<file path="src/rtl/mrmxy_pkg.sv">
// Shared types and constants for the multichannel running median block.
// No dependencies; every other file in the block imports this package.
package mrmxy_pkg;

   // Fixed field widths of the request and response transactions.
   localparam int CH_W     = 3;
   localparam int COORD_W  = 16;
   // Width to which the channel number is widened before it is range checked.
   localparam int CH_EXT_W = 7;

   // Commands from the controller to the datapath.
   typedef struct packed {
      logic capture;   // request transaction accepted: latch fields, read state
      logic update;    // write sample and channel state, clear the sorters
      logic issue;     // read one window sample into the sorters
      logic finish;    // load the response register
   } cmd_type;

   // Status from the datapath to the controller.
   typedef struct packed {
      logic ch_ok;       // incoming channel number is in range
      logic last_issue;  // the read being issued is the last of the window
      logic out_free;    // the response register can take a new result
   } sts_type;

endpackage

</file>
<file path="src/rtl/mrmxy_req_if.sv">
// Request channel interface: valid/ready handshake with one X,Y sample.
// Depends on mrmxy_pkg for the field widths.
interface mrmxy_req_if;
   import mrmxy_pkg::*;

   logic               valid;
   logic               ready;
   logic [CH_W-1:0]    channel;
   logic               restart;
   logic [COORD_W-1:0] x_coord;
   logic [COORD_W-1:0] y_coord;

   modport source (output valid, output channel, output restart, output x_coord,
                   output y_coord, input ready);
   modport sink   (input valid, input channel, input restart, input x_coord,
                   input y_coord, output ready);
endinterface

</file>
<file path="src/rtl/mrmxy_rsp_if.sv">
// Response channel interface: valid/ready handshake with the X and Y medians.
// Depends on mrmxy_pkg for the field widths.
interface mrmxy_rsp_if;
   import mrmxy_pkg::*;

   logic               valid;
   logic               ready;
   logic [CH_W-1:0]    out_channel;
   logic [COORD_W-1:0] median_x;
   logic [COORD_W-1:0] median_y;

   modport source (output valid, output out_channel, output median_x,
                   output median_y, input ready);
   modport sink   (input valid, input out_channel, input median_x,
                   input median_y, output ready);
endinterface

</file>
<file path="src/rtl/mrmxy_ctrl.sv">
// Controller state machine of the running median block.
// Depends on mrmxy_pkg for the command and status structs.
module mrmxy_ctrl (
   input  logic              clock,
   input  logic              reset,
   input  logic              req_valid,
   output logic              req_ready,
   input  mrmxy_pkg::sts_type sts,
   output mrmxy_pkg::cmd_type cmd
);
   import mrmxy_pkg::*;

   typedef enum logic [2:0] {
      S_IDLE,
      S_UPDATE,
      S_READ,
      S_DRAIN,
      S_FINISH
   } state_type;

   state_type state_ff;
   state_type state_in;

   always_comb begin
      state_in = state_ff;
      unique case (state_ff)
         S_IDLE: begin
            if (req_valid && sts.ch_ok) state_in = S_UPDATE;
         end
         S_UPDATE: begin
            state_in = S_READ;
         end
         S_READ: begin
            if (sts.last_issue) state_in = S_DRAIN;
         end
         S_DRAIN: begin
            state_in = S_FINISH;
         end
         S_FINISH: begin
            if (sts.out_free) state_in = S_IDLE;
         end
         default: begin
            state_in = S_IDLE;
         end
      endcase
   end

   always_ff @(posedge clock) begin
      if (reset) begin
         state_ff <= S_IDLE;
      end else begin
         state_ff <= state_in;
      end
   end

   assign req_ready   = (state_ff == S_IDLE);
   assign cmd.capture = req_ready && req_valid;
   assign cmd.update  = (state_ff == S_UPDATE);
   assign cmd.issue   = (state_ff == S_READ);
   assign cmd.finish  = (state_ff == S_FINISH) && sts.out_free;

endmodule

</file>
<file path="src/rtl/mrmxy_dpath.sv">
// Datapath of the running median block: sample and channel state memories,
// insertion sorters for X and Y, and the response register. Depends on mrmxy_pkg.
module mrmxy_dpath #(
   parameter int WINDOW   = 8,
   parameter int CHANNELS = 8
) (
   input  logic                          clock,
   input  logic                          reset,
   input  mrmxy_pkg::cmd_type            cmd,
   output mrmxy_pkg::sts_type            sts,
   input  logic [mrmxy_pkg::CH_W-1:0]    req_channel,
   input  logic                          req_restart,
   input  logic [mrmxy_pkg::COORD_W-1:0] req_x,
   input  logic [mrmxy_pkg::COORD_W-1:0] req_y,
   input  logic                          rsp_ready,
   output logic                          rsp_valid,
   output logic [mrmxy_pkg::CH_W-1:0]    rsp_channel,
   output logic [mrmxy_pkg::COORD_W-1:0] rsp_median_x,
   output logic [mrmxy_pkg::COORD_W-1:0] rsp_median_y
);
   import mrmxy_pkg::*;

   localparam int CHW   = (CHANNELS > 1) ? $clog2(CHANNELS) : 1;
   localparam int DEPTH = CHANNELS * WINDOW;
   localparam int AW    = $clog2(DEPTH);
   localparam int PW    = $clog2(WINDOW);
   localparam int NW    = $clog2(WINDOW + 1);
   localparam int SW    = 2 * COORD_W;
   localparam int STW   = NW + PW;

   // Captured request fields.
   logic [CH_W-1:0]    ch_ff;
   logic               restart_ff;
   logic [COORD_W-1:0] x_ff;
   logic [COORD_W-1:0] y_ff;

   // Channel state: fill count and write position, with a valid bit per channel.
   logic [STW-1:0]      state_mem [CHANNELS];
   logic [CHANNELS-1:0] vld_ff;
   logic [STW-1:0]      state_rd_ff;
   logic                vld_rd_ff;

   // Window samples, X in the upper half and Y in the lower half of an entry.
   logic [SW-1:0] sample_mem [DEPTH];
   logic [SW-1:0] rd_data_ff;
   logic          rd_vld_ff;

   logic [AW-1:0] base_ff;
   logic [NW-1:0] n_ff;
   logic [PW-1:0] rd_idx_ff;

   // Sorted lists, ascending, with occupancy shared by X and Y.
   logic [COORD_W-1:0] xs_ff [WINDOW];
   logic [COORD_W-1:0] ys_ff [WINDOW];
   logic [COORD_W-1:0] xs_in [WINDOW];
   logic [COORD_W-1:0] ys_in [WINDOW];
   logic [WINDOW-1:0]  occ_ff;
   logic [WINDOW-1:0]  gt_x;
   logic [WINDOW-1:0]  gt_y;

   logic               rsp_valid_ff;
   logic [CH_W-1:0]    rsp_ch_ff;
   logic [COORD_W-1:0] rsp_x_ff;
   logic [COORD_W-1:0] rsp_y_ff;

   logic [CH_EXT_W-1:0] req_ch_ext;
   logic [CH_EXT_W-1:0] ch_ext;
   logic [CHW-1:0]      req_idx;
   logic [CHW-1:0]      ch_idx;
   logic [NW-1:0]       n_old;
   logic [PW-1:0]       pos_old;
   logic [NW-1:0]       n_new;
   logic [PW-1:0]       pos_new;
   logic [AW-1:0]       base;
   logic [COORD_W-1:0]  vx;
   logic [COORD_W-1:0]  vy;
   logic [PW-1:0]       mid;

   assign req_ch_ext = {{(CH_EXT_W - CH_W){1'b0}}, req_channel};
   assign ch_ext     = {{(CH_EXT_W - CH_W){1'b0}}, ch_ff};
   assign req_idx    = req_ch_ext[CHW-1:0];
   assign ch_idx     = ch_ext[CHW-1:0];

   // A restart or a channel never written since reset starts from an empty window.
   always_comb begin
      if (vld_rd_ff && !restart_ff) begin
         n_old   = state_rd_ff[STW-1:PW];
         pos_old = state_rd_ff[PW-1:0];
      end else begin
         n_old   = '0;
         pos_old = '0;
      end
      n_new   = (n_old < NW'(WINDOW)) ? n_old + NW'(1) : NW'(WINDOW);
      pos_new = (pos_old == PW'(WINDOW - 1)) ? '0 : pos_old + PW'(1);
      base    = AW'(ch_idx * WINDOW);
   end

   assign sts.ch_ok      = (req_ch_ext < CH_EXT_W'(CHANNELS));
   assign sts.last_issue = (NW'(rd_idx_ff) + NW'(1) == n_ff);
   assign sts.out_free   = !rsp_valid_ff || rsp_ready;

   always_ff @(posedge clock) begin
      if (cmd.capture) begin
         ch_ff       <= req_channel;
         restart_ff  <= req_restart;
         x_ff        <= req_x;
         y_ff        <= req_y;
         state_rd_ff <= state_mem[req_idx];
         vld_rd_ff   <= vld_ff[req_idx];
      end
   end

   always_ff @(posedge clock) begin
      if (cmd.update) begin
         state_mem[ch_idx]                  <= {n_new, pos_new};
         sample_mem[base + AW'(pos_old)]    <= {x_ff, y_ff};
         base_ff                            <= base;
         n_ff                               <= n_new;
      end
      if (cmd.issue) begin
         rd_data_ff <= sample_mem[base_ff + AW'(rd_idx_ff)];
      end
   end

   always_ff @(posedge clock) begin
      if (reset) begin
         vld_ff    <= '0;
         rd_vld_ff <= 1'b0;
         rd_idx_ff <= '0;
         occ_ff    <= '0;
      end else begin
         rd_vld_ff <= cmd.issue;
         if (cmd.update) begin
            vld_ff[ch_idx] <= 1'b1;
            rd_idx_ff      <= '0;
            occ_ff         <= '0;
         end else begin
            if (cmd.issue) rd_idx_ff <= rd_idx_ff + PW'(1);
            if (rd_vld_ff) occ_ff <= {occ_ff[WINDOW-2:0], 1'b1};
         end
      end
   end

   // Insertion step: every cell above the new value shifts up by one place.
   assign vx = rd_data_ff[SW-1:COORD_W];
   assign vy = rd_data_ff[COORD_W-1:0];

   for (genvar i = 0; i < WINDOW; i++) begin : g_cell
      assign gt_x[i] = !occ_ff[i] || (xs_ff[i] > vx);
      assign gt_y[i] = !occ_ff[i] || (ys_ff[i] > vy);
      if (i == 0) begin : g_first
         assign xs_in[i] = gt_x[i] ? vx : xs_ff[i];
         assign ys_in[i] = gt_y[i] ? vy : ys_ff[i];
      end else begin : g_rest
         assign xs_in[i] = gt_x[i] ? (gt_x[i-1] ? xs_ff[i-1] : vx) : xs_ff[i];
         assign ys_in[i] = gt_y[i] ? (gt_y[i-1] ? ys_ff[i-1] : vy) : ys_ff[i];
      end
   end

   always_ff @(posedge clock) begin
      if (rd_vld_ff) begin
         xs_ff <= xs_in;
         ys_ff <= ys_in;
      end
   end

   // The median is sorted element floor(n/2).
   assign mid = PW'(n_ff >> 1);

   always_ff @(posedge clock) begin
      if (reset) begin
         rsp_valid_ff <= 1'b0;
      end else if (cmd.finish) begin
         rsp_valid_ff <= 1'b1;
      end else if (rsp_ready) begin
         rsp_valid_ff <= 1'b0;
      end
   end

   always_ff @(posedge clock) begin
      if (cmd.finish) begin
         rsp_ch_ff <= ch_ff;
         rsp_x_ff  <= xs_ff[mid];
         rsp_y_ff  <= ys_ff[mid];
      end
   end

   assign rsp_valid    = rsp_valid_ff;
   assign rsp_channel  = rsp_ch_ff;
   assign rsp_median_x = rsp_x_ff;
   assign rsp_median_y = rsp_y_ff;

endmodule

</file>
<file path="src/rtl/multichannel_running_median_xy.sv">
// An accepted request passes the update, read, drain and finish states; the read
// state fetches the n window samples, n being the channel's sample count after
// the update (1..WINDOW), one sample a cycle through the single read port of the
// sample memory. A new request waits for finish, which stalls while a result waits.
// Reset is synchronous and active high; it empties every channel at once and
// clears the response valid. Sample storage is not cleared and needs no pass.
module multichannel_running_median_xy #(
   parameter int WINDOW   = 8,
   parameter int CHANNELS = 8
) (
   input logic         clock,
   input logic         reset,
   mrmxy_req_if.sink   req_chan,
   mrmxy_rsp_if.source rsp_chan
);
   import mrmxy_pkg::*;

   // Commands and status between the controller and the datapath.
   cmd_type cmd;
   sts_type sts;

   // The controller walks each transaction through its steps: capture the
   // fields and read the channel state, update the window, stream the valid
   // samples through the sorters, then hand the median to the response register.
   // A transaction with a channel at or above CHANNELS is accepted and dropped.
   mrmxy_ctrl u_ctrl (
      .clock     (clock),
      .reset     (reset),
      .req_valid (req_chan.valid),
      .req_ready (req_chan.ready),
      .sts       (sts),
      .cmd       (cmd)
   );

   // The datapath holds all storage. The response register is separate from the
   // working state, so a new request is taken while a result still waits.
   mrmxy_dpath #(
      .WINDOW   (WINDOW),
      .CHANNELS (CHANNELS)
   ) u_dpath (
      .clock        (clock),
      .reset        (reset),
      .cmd          (cmd),
      .sts          (sts),
      .req_channel  (req_chan.channel),
      .req_restart  (req_chan.restart),
      .req_x        (req_chan.x_coord),
      .req_y        (req_chan.y_coord),
      .rsp_ready    (rsp_chan.ready),
      .rsp_valid    (rsp_chan.valid),
      .rsp_channel  (rsp_chan.out_channel),
      .rsp_median_x (rsp_chan.median_x),
      .rsp_median_y (rsp_chan.median_y)
   );

endmodule

</file>
<file path="src/flat_wrapper.sv">
// flat-port wrapper written by rule: the top's interface ports become plain ports
module multichannel_running_median_xy_flat import mrmxy_pkg::*;
#(
   parameter int WINDOW   = 8,
   parameter int CHANNELS = 8
)
  (clock, reset, req_chan_valid, req_chan_channel, req_chan_restart, req_chan_x_coord, req_chan_y_coord, req_chan_ready, rsp_chan_valid, rsp_chan_out_channel, rsp_chan_median_x, rsp_chan_median_y, rsp_chan_ready);
  mrmxy_req_if req_chan_i ();
  mrmxy_rsp_if rsp_chan_i ();
  input logic clock;
  input logic reset;
  input wire logic [$bits(req_chan_i.valid)-1:0] req_chan_valid;
  input wire logic [$bits(req_chan_i.channel)-1:0] req_chan_channel;
  input wire logic [$bits(req_chan_i.restart)-1:0] req_chan_restart;
  input wire logic [$bits(req_chan_i.x_coord)-1:0] req_chan_x_coord;
  input wire logic [$bits(req_chan_i.y_coord)-1:0] req_chan_y_coord;
  output wire logic [$bits(req_chan_i.ready)-1:0] req_chan_ready;
  output wire logic [$bits(rsp_chan_i.valid)-1:0] rsp_chan_valid;
  output wire logic [$bits(rsp_chan_i.out_channel)-1:0] rsp_chan_out_channel;
  output wire logic [$bits(rsp_chan_i.median_x)-1:0] rsp_chan_median_x;
  output wire logic [$bits(rsp_chan_i.median_y)-1:0] rsp_chan_median_y;
  input wire logic [$bits(rsp_chan_i.ready)-1:0] rsp_chan_ready;
  assign req_chan_i.valid = req_chan_valid;
  assign req_chan_i.channel = req_chan_channel;
  assign req_chan_i.restart = req_chan_restart;
  assign req_chan_i.x_coord = req_chan_x_coord;
  assign req_chan_i.y_coord = req_chan_y_coord;
  assign req_chan_ready = req_chan_i.ready;
  assign rsp_chan_valid = rsp_chan_i.valid;
  assign rsp_chan_out_channel = rsp_chan_i.out_channel;
  assign rsp_chan_median_x = rsp_chan_i.median_x;
  assign rsp_chan_median_y = rsp_chan_i.median_y;
  assign rsp_chan_i.ready = rsp_chan_ready;
  multichannel_running_median_xy #(.WINDOW(WINDOW), .CHANNELS(CHANNELS)) u_core (.clock(clock), .reset(reset), .req_chan(req_chan_i), .rsp_chan(rsp_chan_i));
endmodule
</file>
<file path="config.mk">
export PLATFORM = sky130hd
export DESIGN_NAME = multichannel_running_median_xy_flat
export DESIGN_NICKNAME = d
export VERILOG_FILES = /design/src/rtl/mrmxy_pkg.sv /design/src/rtl/mrmxy_req_if.sv /design/src/rtl/mrmxy_rsp_if.sv /design/src/rtl/mrmxy_ctrl.sv /design/src/rtl/mrmxy_dpath.sv /design/src/rtl/multichannel_running_median_xy.sv /design/src/flat_wrapper.sv
export SDC_FILE = /design/constraint.sdc
export NUM_CORES = 2
export LEC_CHECK = 0
export BUFFER_PORTS_ARGS = -buffer_cell sky130_fd_sc_hd__buf_2
export CAP_MARGIN = 40
export CORE_AREA = 5 5 447 449
export DETAILED_ROUTE_END_ITERATION = 16
export DIE_AREA = 0 0 452 454
export GPL_TIMING_DRIVEN = 0
export PLACE_DENSITY = 0.75
export SKIP_LAST_GASP = 1
export SLEW_MARGIN = 20
export SYNTH_ARGS = -nofsm -noshare
export SYNTH_HDL_FRONTEND = slang
export SYNTH_HIERARCHICAL = 1
export SYNTH_SLANG_ARGS = --single-unit
</file>
<file path="constraint.sdc">
create_clock -name clock -period 6.7 [get_ports clock]
set_clock_uncertainty 0.15 [all_clocks]
set_input_delay 0.335 -clock clock [delete_from_list [all_inputs] [get_ports clock]]
set_output_delay 0.335 -clock clock [all_outputs]
set_load 0.05 [all_outputs]
</file>
==> results.ini <==
[sta]
max_freq_mhz=205
slew_viol_final=0
relSlewSlack_pct=25.8
fin_crit_ns=4.88
timing.setup.tns_ns=0
post-route-period-util_pct=72.8
postLayoutSetupSlackWorst_ns=1.82
tightest_slew_ns=1.11
setup_viol=0
finalHoldViolCount=0
rsz0062_at_grt=false

[critical_path]
crit_family=buffers and inverters
worst-setup-path-type=reg2reg
worstPathCellList=buf_2 -> buf_2 -> clkbuf_1 -> mux4_2 -> mux2i_1 -> a211oi_1 -> o21ai_0 -> nand2_1
worstSetupEndpointType=flip-flop
cpMostUsedCell=buf_2
arrival_ns=5.43
crit_required_ns=7.25
critPathLaunchType=flip-flop
cpPeakStageDelay_ns=0.96
cp_num_buf_inv=3
crit_fanout=10
slowest_stage=a211oi_1

[place]
post-place-ws_ns=2.33
numPortBuffers=76
place_hpwl_um=191000
gp_congestion=0.986

[power_and_ir_drop]
intPower_uw=25400
power_density_nw_per_um2=273
switching_power_uw=7100
leakage_uw=0.0381
comb_power_share_pct=5.3
switching_share_pct=21.8
clkPwrFrac_pct=41.0
irDropWorstVdd_v=0.000259
power_frac_seq_pct=53.7

[cells_and_area]
nets=5838
final_cell_mix=edfxtp_1, mux4_2, ha_1, clkbuf_16, buf_2
final_common_cell=edfxtp_1
layout-drive-gt1-share_pct=29.2
area_growth_pct=15.9

[global_route]
grt_max_degree=45
grt_usage_pct=28.0
grt_pass1_wl_um=407000
grt_antenna_before_repair=18
grt_overflow=0
grt_pass1_vias=55700

[yosys]
yosys-top-cells-area=edfxtp_1, mux4_2, ha_1
synth_async_sr_flop_share_pct=0
synth_cells=4931
yosysUniqueCellTypes=59
syn_avg_cell_area_sq_um=20.8
synth.top_cell.area_share_pct=72.5
mappedNetlistArea_sq_um=103000
synthFlopType=edfxtp_1
synth_nets=5230
yosysWarningCount=6
yosysTopAreaCell=edfxtp_1
ys_seq_area_share_pct=73.0
ys_ff_latch=2502
synth_edf_count=2478

[job]
maxCapViolCount=0

[floorplanning]
die-width_um=452
ios=77
core_area_sq_um=196000
start_util_pct=52.4
dieArea_sq_um=205000
row_count=163
die_height_um=454

[routing]
post_drt_wl_per_cell_um=34.7
via_count=56100
drtIter0Drc=8390
drtAntennaViolNets=0
drc=0
via_per_inst=6.76
firstDrtPassIters=10
drt_wl_total_um=288000

[clock_network]
cts.clk_slew.worst_paths_ns=0.07
htree_levels=4
cts_tree=built
clk_latency_ns=0.91
cts_sinks=2502
ctsLongestPathBuffers=3
clockRootBuffer=clkbuf_16
cts-buffers-inserted=232

[worst_hold_path]
min_path_type=in2reg

[status]
status=finished, final reports clean

[logic make-up (layout without fill, tap and decap cells)]
family,after synthesis,in the layout,synth area share [%]
DFF,2502,2502,73.0
muxes,973,973,17.4
AOI/OAI and AO/OA,499,499,3.20
and+or+nand+nor,381,381,1.87
buffers and inverters,308,1112,1.30
adders and majority gates,259,259,3.16
xor gates and xnor gates,8,8,0.0683
other,1,9,0.00365
[area by class of cell]
cell class                      count  area (sq um)
Tap cell                         2557          3200
Sequential cell                  2502         74900
Antenna cell                        8          20.0
Inverter                           80           300
Clock buffer                      284          6090
Multi-Input combinational cell   2121         27000
Fill cell                       13000         76900
Buffer                            228          1040
Clock inverter                    146          1540
Timing Repair Buffer              374          4890
[power by group through the flow]
| stage | Sequential, uW | Clock, uW | Combinational (uW) |
|---|---|---|---|
| floorplan | 17900 | 0 | 781 |
| global placement | 18100 | 0 | 1160 |
| detailed placement | 17800 | 0 | 1610 |
| CTS | 17500 | 13400 | 1660 |
| global route | 17500 | 14200 | 1790 |
| finish | 17500 | 13300 | 1720 |
[registers in the layout, indices dropped and copies added (netlist names), 16 cells and up]
signal / count
u_core/u_dpath/rd_data_ff: 32
u_core/u_dpath/state_mem: 56
u_core/u_dpath/sample_mem: 2048
u_core/u_dpath/rsp_median_x: 16
u_core/u_dpath/x_ff: 16
u_core/u_dpath/ys_ff: 128
u_core/u_dpath/xs_ff: 128
u_core/u_dpath/rsp_median_y: 16
u_core/u_dpath/y_ff: 16
[layer usage]
layer | vias to the layer above | track usage, % | share of wire (%)
li1 | 22000 | - | -
met4 | 8 | 15.5 | 6.9
met5 | - | 0 | 0.018
met1 | 28900 | 35.7 | 34
met2 | 4243 | 43.5 | 47
met3 | 930 | 8.23 | 12
[through the flow]
stage               power (uW)  instances  cell area [sq um]  util [%]  hold WS [ns]
floorplan                18600       4931             103000         -         0.254
global placement         19200       7564             106000      54.3         0.281
detailed placement       19400       7772             110000      56.4         0.289
CTS                      32500       8261             119000      60.6      0.000819
global route             33400       8293             119000      60.7      0.000977
finish                   32500       8300             119000      60.7        0.0265
[path summary, 6_finish.rpt]
kind | from | endpoint | slack [ns] | cells past startpoint
hold reg to reg | u_core/u_dpath/vld_ff[4] | u_core/u_dpath/vld_ff[4] | 0.32 | 2
setup reg to reg | u_core/u_dpath/rd_idx_ff[1] | u_core/u_dpath/rd_data_ff[2] | 1.82 | 8
hold / removal | req_chan_y_coord[13] | u_core/u_dpath/y_ff[13] | 0.03 | 2
setup / recovery | u_core/u_dpath/rd_idx_ff[1] | u_core/u_dpath/rd_data_ff[2] | 1.82 | 8
[cell usage after synthesis (62+ instances only)]
cell,instances
inv_1,80
a22oi_1,62
mux2i_1,93
nor2_1,102
nand2_1,79
mux4_2,618
clkbuf_1,109
edfxtp_1,2478
mux2_2,187
a21oi_1,148
o21ai_0,62
buf_2,83
ha_1,259
[repair_timing]
item                                   in CTS  in global routing
gates resized for setup                     0                  0
buffers inserted                            0                  0
endpoints found under the hold margin      55                  1
hold buffers                               59                  1
Note: power is estimated with default switching activity, not from simulation.
